**config.mk**
```make
export PLATFORM = sky130hd
export DESIGN_NAME = sorted_priority_queue_core
export DESIGN_NICKNAME = d
export VERILOG_FILES = /design/src/rtl/core/spq_pkg.sv /design/src/rtl/core/spq_ram.sv /design/src/rtl/core/spq_seq.sv /design/src/rtl/core/sorted_priority_queue_core.sv
export SDC_FILE = /design/constraint.sdc
export NUM_CORES = 1
export LEC_CHECK = 0
export BUFFER_PORTS_ARGS = -buffer_cell sky130_fd_sc_hd__buf_2
export CAP_MARGIN = 20
export CORE_ASPECT_RATIO = 1.1
export CORE_MARGIN = 2
export CORE_UTILIZATION = 35
export CTS_CLUSTER_DIAMETER = 200
export DETAILED_ROUTE_END_ITERATION = 8
export PLACE_DENSITY_LB_ADDON = 0.08
export SLEW_MARGIN = 20
export SYNTH_ARGS = -nofsm -noshare
export SYNTH_HDL_FRONTEND = slang
export SYNTH_SLANG_ARGS = --single-unit
```
**constraint.sdc**
```tcl
create_clock -name clk -period 7 [get_ports clk]
set_clock_uncertainty 0.2 [all_clocks]
set_input_delay 0.35 -clock clk [delete_from_list [all_inputs] [get_ports clk]]
set_output_delay 0.35 -clock clk [all_outputs]
set_load 0.01 [all_outputs]
```
**src/rtl/core/spq_pkg.sv**
```systemverilog
// Shared types, constants and index helpers for the sorted priority queue.
package spq_pkg;

  // Queue capacity and derived widths
  localparam int DEPTH = 32;
  localparam int AW    = $clog2(DEPTH);
  localparam int CW    = $clog2(DEPTH + 1);
  localparam int OCC_W = 6;

  // Operation kinds
  localparam logic KIND_INSERT = 1'b0;
  localparam logic KIND_REMOVE = 1'b1;

  // Status codes
  localparam logic [1:0] ST_INSERTED = 2'd0;
  localparam logic [1:0] ST_FULL     = 2'd1;
  localparam logic [1:0] ST_REMOVED  = 2'd2;
  localparam logic [1:0] ST_EMPTY    = 2'd3;

  // Command transfer
  typedef struct packed {
    logic               kind;
    logic signed [31:0] item_value;
    logic        [7:0]  priority_value;
  } cmd_t;

  // Result transfer
  typedef struct packed {
    logic        [1:0]       status;
    logic signed [31:0]      removed_item;
    logic        [OCC_W-1:0] occupancy;
  } res_t;

  // One stored entry
  typedef struct packed {
    logic signed [31:0] item;
    logic        [7:0]  prio;
  } entry_t;

  localparam int EW = $bits(entry_t);

  // Store write request
  typedef struct packed {
    logic          en;
    logic [AW-1:0] addr;
    entry_t        data;
  } wr_req_t;

  // Circular index step forward
  function automatic logic [AW-1:0] idx_inc(input logic [AW-1:0] idx);
    logic [AW-1:0] r;
    if (idx == AW'(DEPTH - 1)) r = '0;
    else                       r = idx + AW'(1);
    return r;
  endfunction

  // Circular index step back
  function automatic logic [AW-1:0] idx_dec(input logic [AW-1:0] idx);
    logic [AW-1:0] r;
    if (idx == '0) r = AW'(DEPTH - 1);
    else           r = idx - AW'(1);
    return r;
  endfunction

endpackage

```
**src/rtl/core/spq_ram.sv**
```systemverilog
// Generic single-write, single-read RAM with registered read data.
module spq_ram #(
  parameter int WIDTH = 8,
  parameter int DEPTH = 16
) (
  input  logic                     clk,
  input  logic                     we,
  input  logic [$clog2(DEPTH)-1:0] waddr,
  input  logic [WIDTH-1:0]         wdata,
  input  logic [$clog2(DEPTH)-1:0] raddr,
  output logic [WIDTH-1:0]         rdata
);

  logic [WIDTH-1:0] mem [DEPTH];

  // Write port and registered read port
  always_ff @(posedge clk) begin
    if (we) begin
      mem[waddr] <= wdata;
    end
    rdata <= mem[raddr];
  end

endmodule

```
**src/rtl/core/spq_seq.sv**
```systemverilog
// Sequencer: circular pointers, insertion walk with the shared priority compare.
module spq_seq (
  input  logic                        clk,
  input  logic                        rst,
  input  logic                        acc,
  input  spq_pkg::cmd_t               cmd,
  output logic                        busy,
  output spq_pkg::wr_req_t            wr,
  output logic [spq_pkg::AW-1:0]      raddr,
  input  logic [spq_pkg::EW-1:0]      rdata,
  output logic                        fin,
  output spq_pkg::res_t               res
);
  import spq_pkg::*;

  localparam logic [1:0] S_IDLE  = 2'd0;
  localparam logic [1:0] S_SHIFT = 2'd1;
  localparam logic [1:0] S_PLACE = 2'd2;
  localparam logic [1:0] S_POP   = 2'd3;

  logic [1:0]    state, state_next;
  logic [AW-1:0] head, head_next;
  logic [AW-1:0] tail, tail_next;
  logic [CW-1:0] count, count_next;
  logic [CW-1:0] pos, pos_next;
  logic [AW-1:0] wp, wp_next;
  logic [AW-1:0] rp, rp_next;
  entry_t        new_ent, new_ent_next;
  entry_t        rd_ent;
  logic          ge;

  assign rd_ent = entry_t'(rdata);
  // Shared compare: stored entry stays ahead only if strictly smaller
  assign ge     = (rd_ent.prio >= new_ent.prio);
  assign busy   = (state != S_IDLE);

  // Next-state and datapath control
  always_comb begin
    state_next   = state;
    head_next    = head;
    tail_next    = tail;
    count_next   = count;
    pos_next     = pos;
    wp_next      = wp;
    rp_next      = rp;
    new_ent_next = new_ent;
    wr.en        = 1'b0;
    wr.addr      = wp;
    wr.data      = new_ent;
    raddr        = rp;
    fin          = 1'b0;
    res          = '0;

    case (state)
      S_IDLE: begin
        if (acc) begin
          if (cmd.kind == KIND_INSERT) begin
            if (count == CW'(DEPTH)) begin
              fin           = 1'b1;
              res.status    = ST_FULL;
              res.occupancy = OCC_W'(count);
            end else if (count == '0) begin
              wr.en         = 1'b1;
              wr.addr       = tail;
              wr.data.item  = cmd.item_value;
              wr.data.prio  = cmd.priority_value;
              tail_next     = idx_inc(tail);
              count_next    = count + CW'(1);
              fin           = 1'b1;
              res.status    = ST_INSERTED;
              res.occupancy = OCC_W'(count_next);
            end else begin
              raddr             = idx_dec(tail);
              wp_next           = tail;
              rp_next           = idx_dec(tail);
              pos_next          = count;
              new_ent_next.item = cmd.item_value;
              new_ent_next.prio = cmd.priority_value;
              state_next        = S_SHIFT;
            end
          end else begin
            if (count == '0) begin
              fin           = 1'b1;
              res.status    = ST_EMPTY;
              res.occupancy = '0;
            end else begin
              raddr      = head;
              state_next = S_POP;
            end
          end
        end
      end

      // Walk towards the head, moving each entry up one place
      S_SHIFT: begin
        if (ge) begin
          wr.en    = 1'b1;
          wr.addr  = wp;
          wr.data  = rd_ent;
          wp_next  = rp;
          rp_next  = idx_dec(rp);
          raddr    = idx_dec(rp);
          pos_next = pos - CW'(1);
          if (pos == CW'(1)) begin
            state_next = S_PLACE;
          end
        end else begin
          wr.en         = 1'b1;
          wr.addr       = wp;
          wr.data       = new_ent;
          tail_next     = idx_inc(tail);
          count_next    = count + CW'(1);
          fin           = 1'b1;
          res.status    = ST_INSERTED;
          res.occupancy = OCC_W'(count_next);
          state_next    = S_IDLE;
        end
      end

      // New entry goes to the head
      S_PLACE: begin
        wr.en         = 1'b1;
        wr.addr       = wp;
        wr.data       = new_ent;
        tail_next     = idx_inc(tail);
        count_next    = count + CW'(1);
        fin           = 1'b1;
        res.status    = ST_INSERTED;
        res.occupancy = OCC_W'(count_next);
        state_next    = S_IDLE;
      end

      // Head entry read back, drop it
      S_POP: begin
        head_next        = idx_inc(head);
        count_next       = count - CW'(1);
        fin              = 1'b1;
        res.status       = ST_REMOVED;
        res.removed_item = rd_ent.item;
        res.occupancy    = OCC_W'(count_next);
        state_next       = S_IDLE;
      end

      default: begin
        state_next = S_IDLE;
      end
    endcase
  end

  // Control registers
  always_ff @(posedge clk) begin
    if (rst) begin
      state <= S_IDLE;
      head  <= '0;
      tail  <= '0;
      count <= '0;
    end else begin
      state <= state_next;
      head  <= head_next;
      tail  <= tail_next;
      count <= count_next;
    end
  end

  // Walk registers
  always_ff @(posedge clk) begin
    pos     <= pos_next;
    wp      <= wp_next;
    rp      <= rp_next;
    new_ent <= new_ent_next;
  end

endmodule

```
**src/rtl/core/sorted_priority_queue_core.sv**
```systemverilog
// Top level of the sorted priority queue: store, sequencer and result register.
//
// Command channel: a transfer takes place at a rising edge with start high and
// busy low; cmd carries kind (insert or remove), item_value and priority_value.
// Result channel: done is high for exactly one cycle with result valid; the
// receiver takes it at the end of that cycle and cannot stall it.
// Entries live in a circular RAM between head and tail pointers, kept sorted by
// priority number; equal numbers put the newer entry ahead.
// Timing, counted from the accepting edge:
//   insert into empty or full queue, remove from empty queue: done next cycle,
//   busy stays low.
//   remove: busy during the RAM read of the head (S_POP), done in the cycle after.
//   insert moving n entries: busy in S_SHIFT, then S_PLACE if all move; one RAM
//   read/write and one priority compare per cycle, done in the cycle after.
// A new command can be accepted while done is high; at most DEPTH-1 entries
// move on an insert.
// Reset (synchronous): queue empty, sequencer idle, done low. RAM contents are
// left alone; only entries between head and tail are ever read.
module sorted_priority_queue_core (
  input  logic          clk,
  input  logic          rst,
  input  logic          start,
  output logic          busy,
  input  spq_pkg::cmd_t cmd,
  output logic          done,
  output spq_pkg::res_t result
);
  import spq_pkg::*;

  logic                acc;
  wr_req_t             wr;
  logic [AW-1:0]       raddr;
  logic [EW-1:0]       rdata;
  logic                fin;
  res_t                res;

  assign acc = start && !busy;

  spq_ram #(
    .WIDTH (EW),
    .DEPTH (DEPTH)
  ) u_ram (
    .clk   (clk),
    .we    (wr.en),
    .waddr (wr.addr),
    .wdata (wr.data),
    .raddr (raddr),
    .rdata (rdata)
  );

  spq_seq u_seq (
    .clk   (clk),
    .rst   (rst),
    .acc   (acc),
    .cmd   (cmd),
    .busy  (busy),
    .wr    (wr),
    .raddr (raddr),
    .rdata (rdata),
    .fin   (fin),
    .res   (res)
  );

  // Result strobe
  always_ff @(posedge clk) begin
    if (rst) begin
      done <= 1'b0;
    end else begin
      done <= fin;
    end
  end

  // Result payload
  always_ff @(posedge clk) begin
    if (fin) begin
      result <= res;
    end
  end

endmodule

```
==> flow_metrics.env <==
export IMPL_critPathKind="reg -> reg"
export IMPL_status="complete, no violations"
export IMPL_crit_family="simple AND/OR/NAND/NOR gates"
export IMPL_area_delta_synth_final_pct=16.6
export IMPL_cp_endpoint="u_ram.mem[2][25]$_DFFE_PP_"
export IMPL_drc=0
export IMPL_port_buffers=85
export IMPL_cp_start_kind="register"
export IMPL_initial_utilization=0.352
export IMPL_drive_gt1_frac=0.274
export IMPL_drt_wirelength_per_cell_um=29.2
export IMPL_ys_async_sr_fraction=0
export IMPL_netlist_area_um2=54900
export IMPL_num_vias=27352
export IMPL_setup_slack_ns=1.43
export IMPL_cts_sinks=1435
export IMPL_place_ws_ns=1.57
export IMPL_final_nets=2947
export IMPL_ios=86
export IMPL_core_area_um2=156000
export IMPL_rr_worst_depth=11
export IMPL_cts_root_buf="clkbuf_16"
export IMPL_fin_setup_tns_ns=0
export IMPL_clk_insertion_delay_late_ns=0.78
export IMPL_fin_util=0.411
export IMPL_rows=152
export IMPL_vias_per_cell=5.38
export IMPL_cellLeakagePower_nw=20.1
export IMPL_critPathRequiredTime_ns=7.25
export IMPL_drv_slew=0
export IMPL_yosysWarnings=0
export IMPL_slew_headroom=0.275
export IMPL_cpMaxStageDelayCell="nor2_4"
export IMPL_cp_max_fo=23
export IMPL_critPathBufInv=2
export IMPL_clock_path_buffers=3
export IMPL_routabilityCongestion=0.795
export IMPL_postSynthAreaPerCell_um2=21.0
export IMPL_cts_buffers=154
export IMPL_die_width_um=381
export IMPL_drt_iter0_drc=2710
export IMPL_ys_types=66
export IMPL_dieArea_um2=160000
export IMPL_finalSetupViolations=0
export IMPL_cp_common_cell="nand2_1"
export IMPL_die_y_um=419
export IMPL_dpl_hpwl_um=92400
export IMPL_period_minus_slack_ns=5.57
export IMPL_wl_um=148000
export IMPL_r2r_slack_ns=1.43
export IMPL_hold_violations=0
export IMPL_r2r_end="u_ram.mem[2][25]$_DFFE_PP_"
export IMPL_synth_edf_count=1376
export IMPL_drt_pass1_iter_count=5
export IMPL_ys_seq_area_frac=0.775
export IMPL_path_cells="inv_1, ha_1, nand3b_1, nor2_1, nand2_1, a21oi_1, nand2_1, a211oi_1, nand2_1, nor2_4, buf_4"
export IMPL_htreeDepth=4
export IMPL_end_kind="register"
export IMPL_ys_ff_latch=1435
export IMPL_worst_pin_slew_ns=1.08
export IMPL_syn_inst=2609
export IMPL_cts_tree="done"
export IMPL_fmaxAchievable_ghz=0.180
export IMPL_worst_ep_arrival_time_ns=5.82
export IMPL_startpoint="u_seq.state[1]$_SDFFE_PP0P_"
export IMPL_drtAntennaViolNets=0
export IMPL_synth_ff_type="edfxtp_1"
export IMPL_grt_pass1_vias=28522
export IMPL_holdWs_ns=0.0952
export IMPL_cp_num_cells=11
export IMPL_path_clk_slew_ns=0.06
export IMPL_power_density_nw_per_um2=509
export IMPL_min_path_type="in -> reg"
export IMPL_grtUsageTotal=0.186
export IMPL_critPathMaxStageDelay_ns=0.84
export IMPL_antenna_found_initial=8
export IMPL_grt_overflow=0
export IMPL_rsz0062_at_grt="false"
export IMPL_period_share=0.796
export IMPL_ir_worst_vdd_uv=357
export IMPL_maxCapViolations=0
export IMPL_grt_max_degree=90
export IMPL_synth_nets=2677
export IMPL_grt_pass1_wl_um=211000
export IMPL_r2r_start="u_seq.state[1]$_SDFFE_PP0P_"
[routing by layer]
| metal | global-route usage | wire length [um] | up-vias |
|---|---|---|---|
| met5 | 0 | 9 | - |
| met4 | 0.0503 | 3130 | 2 |
| met3 | 0.0470 | 10100 | 185 |
| met2 | 0.279 | 66900 | 802 |
| met1 | 0.271 | 68300 | 14802 |
| li1 | - | - | 11561 |
[cells in the mapped netlist (4+ instances only)]
| cell | number | area share |
|---|---|---|
| nand4_1 | 6 | 0.00068 |
| nand3b_1 | 4 | 0.00055 |
| xnor2_1 | 9 | 0.0014 |
| nor4_2 | 11 | 0.0025 |
| clkbuf_1 | 79 | 0.0054 |
| nor3_1 | 8 | 0.00073 |
| a21oi_1 | 34 | 0.0031 |
| a22o_1 | 4 | 0.00064 |
| nand3_1 | 19 | 0.0017 |
| dfxtp_1 | 59 | 0.022 |
| inv_1 | 23 | 0.0016 |
| nor2_1 | 76 | 0.0052 |
| mux4_2 | 320 | 0.13 |
| buf_6 | 24 | 0.0049 |
| o21ai_0 | 66 | 0.0060 |
| xor2_1 | 8 | 0.0013 |
| edfxtp_1 | 1376 | 0.75 |
| buf_2 | 25 | 0.0023 |
| nor4_1 | 30 | 0.0034 |
| and2_1 | 33 | 0.0038 |
| o22ai_1 | 165 | 0.019 |
| buf_4 | 11 | 0.0015 |
| a211oi_1 | 4 | 0.00055 |
| a222oi_1 | 10 | 0.0018 |
| buf_1 | 7 | 0.00048 |
| or3_1 | 4 | 0.00046 |
| a22oi_1 | 35 | 0.0048 |
| ha_1 | 24 | 0.0055 |
| nand2_1 | 79 | 0.0054 |
[worst min path at each step]
| stage | start | endpoint | slack [ns] | cells past startpoint |
|---|---|---|---|---|
| after global placement | u_seq.head[2]$_SDFFE_PP0P_ | u_seq.head[2]$_SDFFE_PP0P_ | 0.31 | 2 |
| after global routing | cmd[17] | u_seq.new_ent[17]$_DFFE_PP_ | 0.07 | 2 |
| after detailed placement | u_seq.head[2]$_SDFFE_PP0P_ | u_seq.head[2]$_SDFFE_PP0P_ | 0.33 | 2 |
| final | cmd[38] | u_seq.new_ent[38]$_DFFE_PP_ | 0.1 | 2 |
| after CTS | cmd[38] | u_seq.new_ent[38]$_DFFE_PP_ | 0.02 | 2 |
| after floorplan | cmd[0] | u_seq.new_ent[0]$_DFFE_PP_ | 0.25 | 0 |
[state kept, by name, summed over array words and instances (netlist names)]
name,flops
u_seq.rp,5
u_seq.pos,6
u_ram.mem,1280
u_seq.state,2
u_seq.count,6
u_seq.tail,5
u_ram.rdata,40
done,1
result,40
u_seq.head,5
u_seq.wp,5
u_seq.new_ent,40
[kinds of logic (layout without fill, tap and decap cells)]
group | after synthesis | after routing | synth area share
flops | 1435 | 1435 | 0.775
compound gates | 352 | 352 | 0.0414
mux | 326 | 326 | 0.133
simple gates | 284 | 284 | 0.0266
buf+inv | 171 | 569 | 0.0164
fa+ha+maj | 24 | 24 | 0.00547
xor+xnor | 17 | 17 | 0.00271
other cells | 0 | 1 | 0
[per-stage QoR]
stage | cells | cell area, um2 | power, mW
2_1_floorplan | 2609 | 54900 | 19.9
3_3_place_gp | 4757 | 58600 | 24.9
3_5_place_dp | 4757 | 58600 | 25.0
4_1_cts | 5085 | 63900 | 33.0
5_1_grt | 5086 | 64000 | 34.1
6_report | 5087 | 64000 | 32.6
[report_power, final]
part | total, mW | internal, mW | switching, mW
sequential | 12.4 | 12.0 | 0.415
clock | 7.93 | 4.63 | 3.30
combinational | 12.2 | 4.38 | 7.84
[cells in the final DEF (no fill, tap or decap), drive strengths merged, types with 4 or more instances in the layout]
cell type | Yosys | final
clkinvlp | 0 | 5
a22o | 4 | 4
nand3b | 4 | 4
or3 | 4 | 4
clkinv | 0 | 52
inv | 23 | 28
dlygate4sd3 | 0 | 44
buf | 67 | 218
ha | 24 | 24
a211oi | 4 | 4
nor2 | 76 | 76
o22ai | 166 | 166
a31oi | 4 | 4
a222oi | 10 | 10
nand3 | 19 | 19
a22oi | 35 | 35
and2 | 33 | 33
bufinv | 0 | 10
xor2 | 8 | 8
nor3 | 8 | 8
a21oi | 34 | 34
a221oi | 4 | 4
o21ai | 67 | 67
edfxtp | 1376 | 1376
nor4 | 41 | 41
mux4 | 320 | 320
nor4b | 4 | 4
dfxtp | 59 | 59
nand4 | 6 | 6
clkbuf | 81 | 212
nand2 | 79 | 79
xnor2 | 9 | 9
[area by class of cell]
cell class              count  area (um2)
well taps                2079        2600
repair buffers            262        2030
clock inverters            72         637
inverters                  23        86.3
clock buffers             212        4260
diodes                      1        2.50
multi-input cells        1003       11800
fillers                 13694       91800
flip-flops and latches   1435       42500
[timing repair]
action / 4_1_cts / 5_1_grt
buffers inserted: 0 / 0
hold buffers: 44 / 0
resized for setup: 0 / 0
hold endpoints to repair: 61 / 0
Power figures use the tool's default switching activity.
